===== src/rtl/csf_pkg.sv =====
// Shared constants, types and sequencer states of the crossing span filter.
`default_nettype none
package csf_pkg;

  localparam int MaxSpans = 64;
  localparam int IdxW     = $clog2(MaxSpans);
  localparam int CntW     = IdxW + 1;
  localparam int PosW     = 6;
  localparam int LenW     = 7;
  localparam int EndW     = 8;

  typedef struct packed {
    logic [PosW-1:0] pos;
    logic [LenW-1:0] len;
  } span_t;

  typedef struct packed {
    logic [PosW-1:0] beg;
    logic [EndW-1:0] fin;
    logic            killed;
  } stack_t;

  typedef struct packed {
    logic            drop;
    logic [IdxW-1:0] idx;
  } order_t;

  typedef enum logic [3:0] {
    ST_IDLE,
    ST_RD_I,
    ST_GET_I,
    ST_SWEEP,
    ST_RANK_WR,
    ST_P_ORD,
    ST_P_SPAN,
    ST_P_EVAL,
    ST_P_POP,
    ST_P_POPW,
    ST_O_ORD,
    ST_O_SPAN,
    ST_O_EMIT
  } state_e;

endpackage
`default_nettype wire


===== src/rtl/csf_ram.sv =====
// Simple dual-port RAM with one write port and one registered read port.
`default_nettype none
module csf_ram #(
  parameter int Width = 8,
  parameter int Depth = 64
) (
  input  wire logic                     clk_i,
  input  wire logic                     we_i,
  input  wire logic [$clog2(Depth)-1:0] waddr_i,
  input  wire logic [Width-1:0]         wdata_i,
  input  wire logic [$clog2(Depth)-1:0] raddr_i,
  output logic      [Width-1:0]         rdata_o
);

  logic [Width-1:0] mem [Depth];

  // write one word, read one word through a registered output
  always_ff @(posedge clk_i) begin
    if (we_i) begin
      mem[waddr_i] <= wdata_i;
    end
    rdata_o <= mem[raddr_i];
  end

endmodule
`default_nettype wire


===== src/rtl/crossing_span_filter.sv =====
// Top level: span load, rank sort, nesting stack pass and survivor output.
//
// Channel  Direction  Handshake         Payload
// input    in         start_i & !busy_o start_pos_i, span_len_i, last_in_i
// result   out        valid_o strobe    source_index_o, kept_pos_o, kept_span_o, last_out_o
//
// Spans load one per cycle while busy_o is low. The closing span starts a burst:
// the rank sort sweeps the span store once per span, the stack pass takes each
// span in rank order (unit spans skip the stack, longer spans pop the entries
// that end before they do and are then pushed), and the output sweep emits each
// survivor and skips each dropped span. Every step is set by the one read port
// of each RAM.
// Reset clears the sequencer and counters; the RAMs hold no reset value.
// Results cannot be stalled: each one shows on valid_o for a single cycle.
`default_nettype none
module crossing_span_filter (
  input  wire logic       clk_i,
  input  wire logic       rst_ni,
  input  wire logic       start_i,
  output logic            busy_o,
  input  wire logic [5:0] start_pos_i,
  input  wire logic [6:0] span_len_i,
  input  wire logic       last_in_i,
  output logic            valid_o,
  output logic [5:0]      source_index_o,
  output logic [5:0]      kept_pos_o,
  output logic [6:0]      kept_span_o,
  output logic            last_out_o
);

  localparam int IdxW = csf_pkg::IdxW;
  localparam int CntW = csf_pkg::CntW;

  csf_pkg::state_e state_q, state_d;
  logic [CntW-1:0] cnt_q, cnt_d;
  logic [CntW-1:0] i_q, i_d;
  logic [CntW-1:0] j_q, j_d;
  logic [IdxW-1:0] jc_q, jc_d;
  logic            cmp_v_q, cmp_v_d;
  logic [IdxW-1:0] rank_q, rank_d;
  csf_pkg::span_t  key_q, key_d;
  logic [CntW-1:0] k_q, k_d;
  logic [IdxW-1:0] idx_q, idx_d;
  csf_pkg::span_t  cur_q, cur_d;
  logic            kill_q, kill_d;
  logic [CntW-1:0] depth_q, depth_d;
  csf_pkg::stack_t top_q, top_d;
  logic [CntW-1:0] total_q, total_d;
  logic [CntW-1:0] emit_q, emit_d;
  logic            valid_q, valid_d;
  logic [5:0]      oidx_q, oidx_d;
  csf_pkg::span_t  ospan_q, ospan_d;
  logic            olast_q, olast_d;

  // RAM ports
  logic            st_we;
  logic [IdxW-1:0] st_waddr, st_raddr;
  csf_pkg::span_t  st_wdata, st_rdata;
  logic            or_we;
  logic [IdxW-1:0] or_waddr, or_raddr;
  csf_pkg::order_t or_wdata, or_rdata;
  logic            sk_we;
  logic [IdxW-1:0] sk_waddr, sk_raddr;
  csf_pkg::stack_t sk_wdata, sk_rdata;

  logic [csf_pkg::EndW-1:0] cur_end;
  logic                     goes_first;
  logic [CntW-1:0]          k_inc;

  csf_ram #(.Width($bits(csf_pkg::span_t)), .Depth(csf_pkg::MaxSpans)) u_store (
    .clk_i, .we_i(st_we), .waddr_i(st_waddr), .wdata_i(st_wdata),
    .raddr_i(st_raddr), .rdata_o(st_rdata)
  );

  csf_ram #(.Width($bits(csf_pkg::order_t)), .Depth(csf_pkg::MaxSpans)) u_order (
    .clk_i, .we_i(or_we), .waddr_i(or_waddr), .wdata_i(or_wdata),
    .raddr_i(or_raddr), .rdata_o(or_rdata)
  );

  csf_ram #(.Width($bits(csf_pkg::stack_t)), .Depth(csf_pkg::MaxSpans)) u_stack (
    .clk_i, .we_i(sk_we), .waddr_i(sk_waddr), .wdata_i(sk_wdata),
    .raddr_i(sk_raddr), .rdata_o(sk_rdata)
  );

  // span end and stable ordering compare
  assign cur_end = {2'b00, cur_q.pos} + {1'b0, cur_q.len};
  assign goes_first = (st_rdata.pos < key_q.pos) ||
                      ((st_rdata.pos == key_q.pos) &&
                       ((st_rdata.len > key_q.len) ||
                        ((st_rdata.len == key_q.len) && (jc_q < i_q[IdxW-1:0]))));
  assign k_inc = k_q + CntW'(1);

  // sequencer
  always_comb begin
    state_d = state_q;
    cnt_d   = cnt_q;
    i_d     = i_q;
    j_d     = j_q;
    jc_d    = jc_q;
    cmp_v_d = 1'b0;
    rank_d  = rank_q;
    key_d   = key_q;
    k_d     = k_q;
    idx_d   = idx_q;
    cur_d   = cur_q;
    kill_d  = kill_q;
    depth_d = depth_q;
    top_d   = top_q;
    total_d = total_q;
    emit_d  = emit_q;
    valid_d = 1'b0;
    oidx_d  = oidx_q;
    ospan_d = ospan_q;
    olast_d = olast_q;
    st_we    = 1'b0;
    st_waddr = cnt_q[IdxW-1:0];
    st_wdata = '{pos: start_pos_i, len: span_len_i};
    st_raddr = i_q[IdxW-1:0];
    or_we    = 1'b0;
    or_waddr = rank_q;
    or_wdata = '{drop: 1'b0, idx: i_q[IdxW-1:0]};
    or_raddr = k_q[IdxW-1:0];
    sk_we    = 1'b0;
    sk_waddr = depth_q[IdxW-1:0];
    sk_wdata = '{beg: cur_q.pos, fin: cur_end, killed: kill_q};
    sk_raddr = IdxW'(depth_q - CntW'(2));

    case (state_q)
      csf_pkg::ST_IDLE: begin
        if (start_i) begin
          if (cnt_q < CntW'(csf_pkg::MaxSpans)) begin
            st_we = 1'b1;
            cnt_d = cnt_q + CntW'(1);
          end
          if (last_in_i) begin
            i_d     = '0;
            state_d = csf_pkg::ST_RD_I;
          end
        end
      end
      csf_pkg::ST_RD_I: begin
        st_raddr = i_q[IdxW-1:0];
        state_d  = csf_pkg::ST_GET_I;
      end
      csf_pkg::ST_GET_I: begin
        key_d   = st_rdata;
        j_d     = '0;
        rank_d  = '0;
        state_d = csf_pkg::ST_SWEEP;
      end
      csf_pkg::ST_SWEEP: begin
        // count spans that sort ahead of span i
        if (cmp_v_q && goes_first) begin
          rank_d = rank_q + IdxW'(1);
        end
        st_raddr = j_q[IdxW-1:0];
        if (j_q < cnt_q) begin
          cmp_v_d = 1'b1;
          jc_d    = j_q[IdxW-1:0];
          j_d     = j_q + CntW'(1);
        end else begin
          state_d = csf_pkg::ST_RANK_WR;
        end
      end
      csf_pkg::ST_RANK_WR: begin
        or_we = 1'b1;
        i_d   = i_q + CntW'(1);
        if (i_q + CntW'(1) == cnt_q) begin
          k_d     = '0;
          depth_d = '0;
          total_d = '0;
          state_d = csf_pkg::ST_P_ORD;
        end else begin
          state_d = csf_pkg::ST_RD_I;
        end
      end
      csf_pkg::ST_P_ORD: begin
        or_raddr = k_q[IdxW-1:0];
        state_d  = csf_pkg::ST_P_SPAN;
      end
      csf_pkg::ST_P_SPAN: begin
        st_raddr = or_rdata.idx;
        idx_d    = or_rdata.idx;
        state_d  = csf_pkg::ST_P_EVAL;
      end
      csf_pkg::ST_P_EVAL: begin
        cur_d = st_rdata;
        if (st_rdata.len == csf_pkg::LenW'(1)) begin
          // unit spans skip the stack and always survive
          or_we    = 1'b1;
          or_waddr = k_q[IdxW-1:0];
          or_wdata = '{drop: 1'b0, idx: idx_q};
          total_d  = total_q + CntW'(1);
          k_d      = k_inc;
          state_d  = (k_inc == cnt_q) ? csf_pkg::ST_O_ORD : csf_pkg::ST_P_ORD;
          if (k_inc == cnt_q) begin
            k_d    = '0;
            emit_d = '0;
          end
        end else begin
          kill_d = (depth_q != '0) && top_q.killed && (st_rdata.pos == top_q.beg) &&
                   (({2'b00, st_rdata.pos} + {1'b0, st_rdata.len}) == top_q.fin);
          state_d = csf_pkg::ST_P_POP;
        end
      end
      csf_pkg::ST_P_POP: begin
        if ((depth_q != '0) && (cur_end > top_q.fin)) begin
          // pop an entry that ends before the span does; drop on a partial cross
          if ({2'b00, cur_q.pos} < top_q.fin) begin
            kill_d = 1'b1;
          end
          depth_d  = depth_q - CntW'(1);
          sk_raddr = IdxW'(depth_q - CntW'(2));
          if (depth_q > CntW'(1)) begin
            state_d = csf_pkg::ST_P_POPW;
          end
        end else begin
          // push and record the verdict
          sk_we    = 1'b1;
          top_d    = sk_wdata;
          depth_d  = depth_q + CntW'(1);
          or_we    = 1'b1;
          or_waddr = k_q[IdxW-1:0];
          or_wdata = '{drop: kill_q, idx: idx_q};
          total_d  = total_q + CntW'(!kill_q);
          k_d      = k_inc;
          state_d  = (k_inc == cnt_q) ? csf_pkg::ST_O_ORD : csf_pkg::ST_P_ORD;
          if (k_inc == cnt_q) begin
            k_d    = '0;
            emit_d = '0;
          end
        end
      end
      csf_pkg::ST_P_POPW: begin
        top_d   = sk_rdata;
        state_d = csf_pkg::ST_P_POP;
      end
      csf_pkg::ST_O_ORD: begin
        or_raddr = k_q[IdxW-1:0];
        state_d  = csf_pkg::ST_O_SPAN;
      end
      csf_pkg::ST_O_SPAN: begin
        st_raddr = or_rdata.idx;
        idx_d    = or_rdata.idx;
        if (or_rdata.drop) begin
          k_d = k_inc;
          if (k_inc == cnt_q) begin
            cnt_d   = '0;
            state_d = csf_pkg::ST_IDLE;
          end else begin
            state_d = csf_pkg::ST_O_ORD;
          end
        end else begin
          state_d = csf_pkg::ST_O_EMIT;
        end
      end
      csf_pkg::ST_O_EMIT: begin
        valid_d = 1'b1;
        oidx_d  = 6'(idx_q);
        ospan_d = st_rdata;
        olast_d = (emit_q + CntW'(1) == total_q);
        emit_d  = emit_q + CntW'(1);
        k_d     = k_inc;
        if (k_inc == cnt_q) begin
          cnt_d   = '0;
          state_d = csf_pkg::ST_IDLE;
        end else begin
          state_d = csf_pkg::ST_O_ORD;
        end
      end
      default: begin
        state_d = csf_pkg::ST_IDLE;
      end
    endcase
  end

  // control registers
  always_ff @(posedge clk_i or negedge rst_ni) begin
    if (!rst_ni) begin
      state_q <= csf_pkg::ST_IDLE;
      cnt_q   <= '0;
      i_q     <= '0;
      j_q     <= '0;
      cmp_v_q <= 1'b0;
      k_q     <= '0;
      depth_q <= '0;
      total_q <= '0;
      emit_q  <= '0;
      valid_q <= 1'b0;
    end else begin
      state_q <= state_d;
      cnt_q   <= cnt_d;
      i_q     <= i_d;
      j_q     <= j_d;
      cmp_v_q <= cmp_v_d;
      k_q     <= k_d;
      depth_q <= depth_d;
      total_q <= total_d;
      emit_q  <= emit_d;
      valid_q <= valid_d;
    end
  end

  // payload registers
  always_ff @(posedge clk_i) begin
    jc_q    <= jc_d;
    rank_q  <= rank_d;
    key_q   <= key_d;
    idx_q   <= idx_d;
    cur_q   <= cur_d;
    kill_q  <= kill_d;
    top_q   <= top_d;
    oidx_q  <= oidx_d;
    ospan_q <= ospan_d;
    olast_q <= olast_d;
  end

  assign busy_o         = (state_q != csf_pkg::ST_IDLE);
  assign valid_o        = valid_q;
  assign source_index_o = oidx_q;
  assign kept_pos_o     = ospan_q.pos;
  assign kept_span_o    = ospan_q.len;
  assign last_out_o     = olast_q;

endmodule
`default_nettype wire

===== config.mk =====
export PLATFORM = sky130hd
export DESIGN_NAME = crossing_span_filter
export DESIGN_NICKNAME = d
export VERILOG_FILES = /design/src/rtl/csf_pkg.sv /design/src/rtl/csf_ram.sv /design/src/rtl/crossing_span_filter.sv
export SDC_FILE = /design/constraint.sdc
export NUM_CORES = 2
export LEC_CHECK = 0
export BUFFER_PORTS_ARGS = -buffer_cell sky130_fd_sc_hd__buf_2
export CAP_MARGIN = 10
export CORE_MARGIN = 2
export CORE_UTILIZATION = 45
export DETAILED_ROUTE_END_ITERATION = 8
export GPL_ROUTABILITY_DRIVEN = 0
export PLACE_DENSITY = 0.71
export SLEW_MARGIN = 5
export SYNTH_ARGS = -nofsm -noshare
export SYNTH_HDL_FRONTEND = slang
export SYNTH_SLANG_ARGS = --single-unit
export TNS_END_PERCENT = 1

===== constraint.sdc =====
create_clock -name clk_i -period 20.6 [get_ports clk_i]
set_input_delay 0 -clock clk_i [delete_from_list [all_inputs] [get_ports clk_i]]
set_output_delay 0 -clock clk_i [all_outputs]
set_load 0.01 [all_outputs]

==> impl_summary.txt <==
----------------------------------------------------
[Logic synthesis]
  Predominant post-synthesis flop cell ... sky130_fd_sc_hd__edfxtp_1
  Number of synthesized flops with an enable pin ... 2320
  Area share of the largest cell type after synthesis ... 0.724
  Share of synthesized cell area in full adder, half adder and majority cells ... 0.00886
  Unique masters post-synth ... 83
  Share of async-settable or async-resettable flops after synthesis ... 0.0228
  Synthesized net count ... 5641
  Number of synthesized register bits ... 2410
  Share of cell area taken by muxes after synthesis ... 0.108
  Xor/xnor share of the synthesized area ... 0.00639
  Cell taking the most area after synthesis ... sky130_fd_sc_hd__edfxtp_1
  Cells after synthesis ... 5557
  Largest family of logic cells by synthesized area ... multiplexers
  Number of warnings reported in the yosys synthesis log ... 0
  Average size of a mapped cell ... 17.3 um^2
  Synthesized cell area ... 96300 um^2
  Sequential area share after synthesis ... 0.745
  Simple-gate portion of the synthesized area ... 0.0577
  Compound-cell area share of the yosys netlist ... 0.0569
  Largest cells by area after synthesis ... sky130_fd_sc_hd__edfxtp_1, sky130_fd_sc_hd__mux4_2, sky130_fd_sc_hd__nand2_1

[Timing]
  Final critical-path setup slack ... 13.41 ns
  Total count of max-transition violations in the final report ... 0
  Setup skew after layout ... 0.119 ns
  Summed negative setup slack over all endpoints ... 0 ns
  Hold violation total from the final report ... 0
  Slew at the pin closest to its max-slew limit ... 1.28 ns
  Max-slew headroom ... 0.138
  Final Critical Period ... 7.19 ns
  Period utilisation layout ... 0.349
  Maximum clock frequency ... 0.139 GHz
  RSZ-0062 raised after global routing ... no
  Number of endpoints failing setup at the final stage ... 0

[Clocking]
  Number of H-tree branching levels ... 4
  Post-cts resize count ... 0
  Maximum count of clock buffers along a single path ... 3
  Clock transition at the register clock pins on the worst setup and hold paths after CTS ... 0.07 ns
  Clock buffer count from CTS ... 231
  Clock latency at the later pin of the worst-skew pair ... 0.93 ns
  Post-CTS setup buffer count ... 0
  Cell at the root of the clock tree ... sky130_fd_sc_hd__clkbuf_16
  Clock tree from TritonCTS ... yes
  CTS hold repair buffers ... 18
  Clock Sink Count ... 2410

[Setup path]
  FF-to-FF Start ... cur_q[7]$_DFFE_PP_
  Sequence of cells on the critical path ... buf_4 > ha_2 > inv_1 > fa_1 > inv_1 > a21oi_1 > o21bai_1 > a21o_1 > a21oi_1 > xnor2_2 > buf_4 > ha_1 > nand4_1 > o21bai_1 > a211oi_2 > buf_4 > a21o_1 > mux2_2 > nor4_1
  Path depth of the worst reg2reg path ... 19
  Endpoint arrival time on the critical path ... 7.68 ns
  Critical Setup Path Class ... reg2reg
  Worst Setup Start Kind ... flop
  Cell mode on critical path ... sky130_fd_sc_hd__buf_4
  Critical path fanouts, max ... 67
  Kind of end point of the critical path ... flop
  Largest stage delay on the critical path ... 1.13 ns
  Required time reported for the critical path endpoint ... 21.09 ns
  R2R Path End ... u_order.mem[37][5]$_DFFE_PP_
  Library cell contributing the largest single delay on the critical path ... sky130_fd_sc_hd__nor4_1
  Reg2Reg Setup Slack ... 13.41 ns

[Routing]
  DRC ... 0
  Routed len/inst ... 26.4 um
  Drt first pass iters ... 7
  Total vias in the final route ... 52700
  Routed via count divided by cell count ... 6.02
  Total length of routed wires ... 231000 um
  Antenna Violating Nets Remaining ... 0
  Drt first-iter violations ... 7125

[Place]
  Cell area after placement ... 100000 um^2
  Number of buffers inserted by port buffering ... 38
  Final HPWL DP ... 131000 um
  Worst setup slack before clock tree synthesis ... 13.44 ns

[Status]
  Outcome ... completed

[Finish]
  Highest-count cells in the layout ignoring fill and taps ... sky130_fd_sc_hd__edfxtp_1, sky130_fd_sc_hd__nand2_1, sky130_fd_sc_hd__mux4_2
  Fraction of final layout cells with drive strength greater than 1 ... 0.178
  Area delta synth->final ... 12.8%
  Layout fillers ... 16600
  Final net count ... 5820
  Post-route cell area ... 109000 um^2
  Commonest non-fill, non-tap cell in the layout ... sky130_fd_sc_hd__edfxtp_1

[Floorplanning]
  Total number of placement rows ... 169
  Die area ... 218000 um^2
  Core Footprint ... 212000 um^2
  Die Y-Extent ... 467 um
  Top Ports ... 39
  Initial core utilization ... 0.453
  Die outline width ... 467 um

[Worst hold path]
  Hold Path End ... u_store.mem[33][9]$_DFFE_PP_
  Worst hold stages ... 3
  Worst min path class ... in2reg
  Beginning of the worst hold path ... start_pos_i[2]

[Global route]
  Global-route wire length before repair ... 341000 um
  Residual overflow from global routing ... 0
  Number of antenna violations at the first check in global routing ... 11
  Number of global-route vias before repair ... 51300
  All-Layer GR Usage ... 0.209
  Largest net degree at the start of global routing ... 213

[Power and ir drop]
  Total chip power ... 14.9 mW
  Worst-case vdd ir drop ... 150 uV
  PwrDens ... 137 nW/um^2
  Total leakage power ... 35.2 nW

[Flow run]
  Count of max-cap constraint violations ... 0

----------------------------------------------------
## synthesized netlist by cell type, types with 5 or more instances
cell type                  instances
sky130_fd_sc_hd__xor2_1           20
sky130_fd_sc_hd__nand3_1         138
sky130_fd_sc_hd__nor3b_1           5
sky130_fd_sc_hd__or3_1            14
sky130_fd_sc_hd__inv_1            57
sky130_fd_sc_hd__edfxtp_1       2320
sky130_fd_sc_hd__buf_2            86
sky130_fd_sc_hd__nor3_1           42
sky130_fd_sc_hd__and2_1            9
sky130_fd_sc_hd__xnor2_1          40
sky130_fd_sc_hd__dfxtp_1          35
sky130_fd_sc_hd__o211ai_1          6
sky130_fd_sc_hd__a31oi_1           9
sky130_fd_sc_hd__nor4_1           56
sky130_fd_sc_hd__mux2i_1         198
sky130_fd_sc_hd__clkbuf_1        199
sky130_fd_sc_hd__a21oi_1         282
sky130_fd_sc_hd__buf_1            47
sky130_fd_sc_hd__o22ai_1          31
sky130_fd_sc_hd__o21a_1           11
sky130_fd_sc_hd__a32oi_1          25
sky130_fd_sc_hd__a22oi_1          28
sky130_fd_sc_hd__nor2_1          193
sky130_fd_sc_hd__dfrtp_1          55
sky130_fd_sc_hd__nand2b_1         12
sky130_fd_sc_hd__mux2_2           19
sky130_fd_sc_hd__nand2_1         596
sky130_fd_sc_hd__nand4_1          14
sky130_fd_sc_hd__o221ai_1         56
sky130_fd_sc_hd__mux4_2          363
sky130_fd_sc_hd__o21ai_0          44
sky130_fd_sc_hd__buf_4             6
sky130_fd_sc_hd__ha_1             65
sky130_fd_sc_hd__nor2b_1          32
sky130_fd_sc_hd__a211oi_1        158
sky130_fd_sc_hd__a21o_1           19
sky130_fd_sc_hd__and3_1          101
sky130_fd_sc_hd__a221oi_1         13
sky130_fd_sc_hd__a311oi_1         53
sky130_fd_sc_hd__a22o_1            7
sky130_fd_sc_hd__a221o_1          13
sky130_fd_sc_hd__o21ai_1           6
## kinds of logic after synthesis
kind of cell,Yosys count
compound gates,805
xor+xnor,64
fa+ha+maj,67
buf+inv,398
flops,2410
mux,582
simple gates,1231
## report_power, final
| part | switching, mW | total (mW) | internal, mW |
|---|---|---|---|
| clock network | 1.86 | 4.29 | 2.43 |
| logic | 3.00 | 4.61 | 1.61 |
| registers | 0.178 | 5.99 | 5.82 |
## sequential cells by signal, indices dropped and copies added (netlist names), 7 cells and up
| register | cells |
|---|---|
| cur_q | 13 |
| key_q | 13 |
| emit_q | 7 |
| u_order.rdata_o | 7 |
| u_order.mem | 448 |
| j_q | 7 |
| i_q | 7 |
| u_stack.rdata_o | 15 |
| u_stack.mem | 960 |
| depth_q | 7 |
| kept_span_o | 7 |
| k_q | 7 |
| total_q | 7 |
| top_q | 15 |
| u_store.mem | 832 |
| u_store.rdata_o | 13 |
| cnt_q | 7 |
## through the flow
stage | hold WS (ns) | util | cells
after detailed placement | 0.206 | 0.473 | 8290
after global placement | 0.198 | 0.473 | 8290
after global routing | 0.336 | 0.511 | 8757
after floorplan | -0.296 | - | 5557
after CTS | 0.289 | 0.511 | 8740
final | 0.295 | 0.512 | 8759
## final cells by class
type	count	area (um^2)	area share
well taps	2821	3530	0.0325
clock inverters	144	1700	0.0156
diodes	3	7.51	0.0000691
inverters	60	225	0.00207
multi-input cells	2749	23200	0.213
flip-flops and latches	2410	71800	0.661
clock buffers	288	6100	0.0562
repair buffers	284	2090	0.0193
## metal layers
metal,share of wire,track usage,vias to the layer above
li1,-,-,22600
met3,0.081,0.0323,418
met5,0.00023,0,-
met4,0.033,0.0712,8
met1,0.40,0.293,27100
met2,0.48,0.335,2616
## critical path: cells and delay by family (launching register included)
kind	cells	cell delay, ns
adders and majority gates	3	1.04
xor gates and xnor gates	1	0.13
DFF	1	0.33
muxes	1	0.65
buffers and inverters	5	1.51
and+or+nand+nor	2	1.25
AOI/OAI and AO/OA	7	1.86
## how the worst max path moves through the flow
stage	start	end	slack, ns	depth (start not counted)
4_1_cts	cur_q[7]$_DFFE_PP_	u_order.mem[52][5]$_DFFE_PP_	13.41	19
6_report	cur_q[7]$_DFFE_PP_	u_order.mem[37][5]$_DFFE_PP_	13.41	19
5_1_grt	cur_q[7]$_DFFE_PP_	u_order.mem[31][0]$_DFFE_PP_	13.09	19
3_3_place_gp	cur_q[7]$_DFFE_PP_	u_order.mem[23][2]$_DFFE_PP_	13.73	19
2_1_floorplan	cur_q[7]$_DFFE_PP_	u_order.mem[0][1]$_DFFE_PP_	11.25	17
3_5_place_dp	cur_q[7]$_DFFE_PP_	u_order.mem[54][4]$_DFFE_PP_	13.44	19
(Power assumes the default switching activity.)
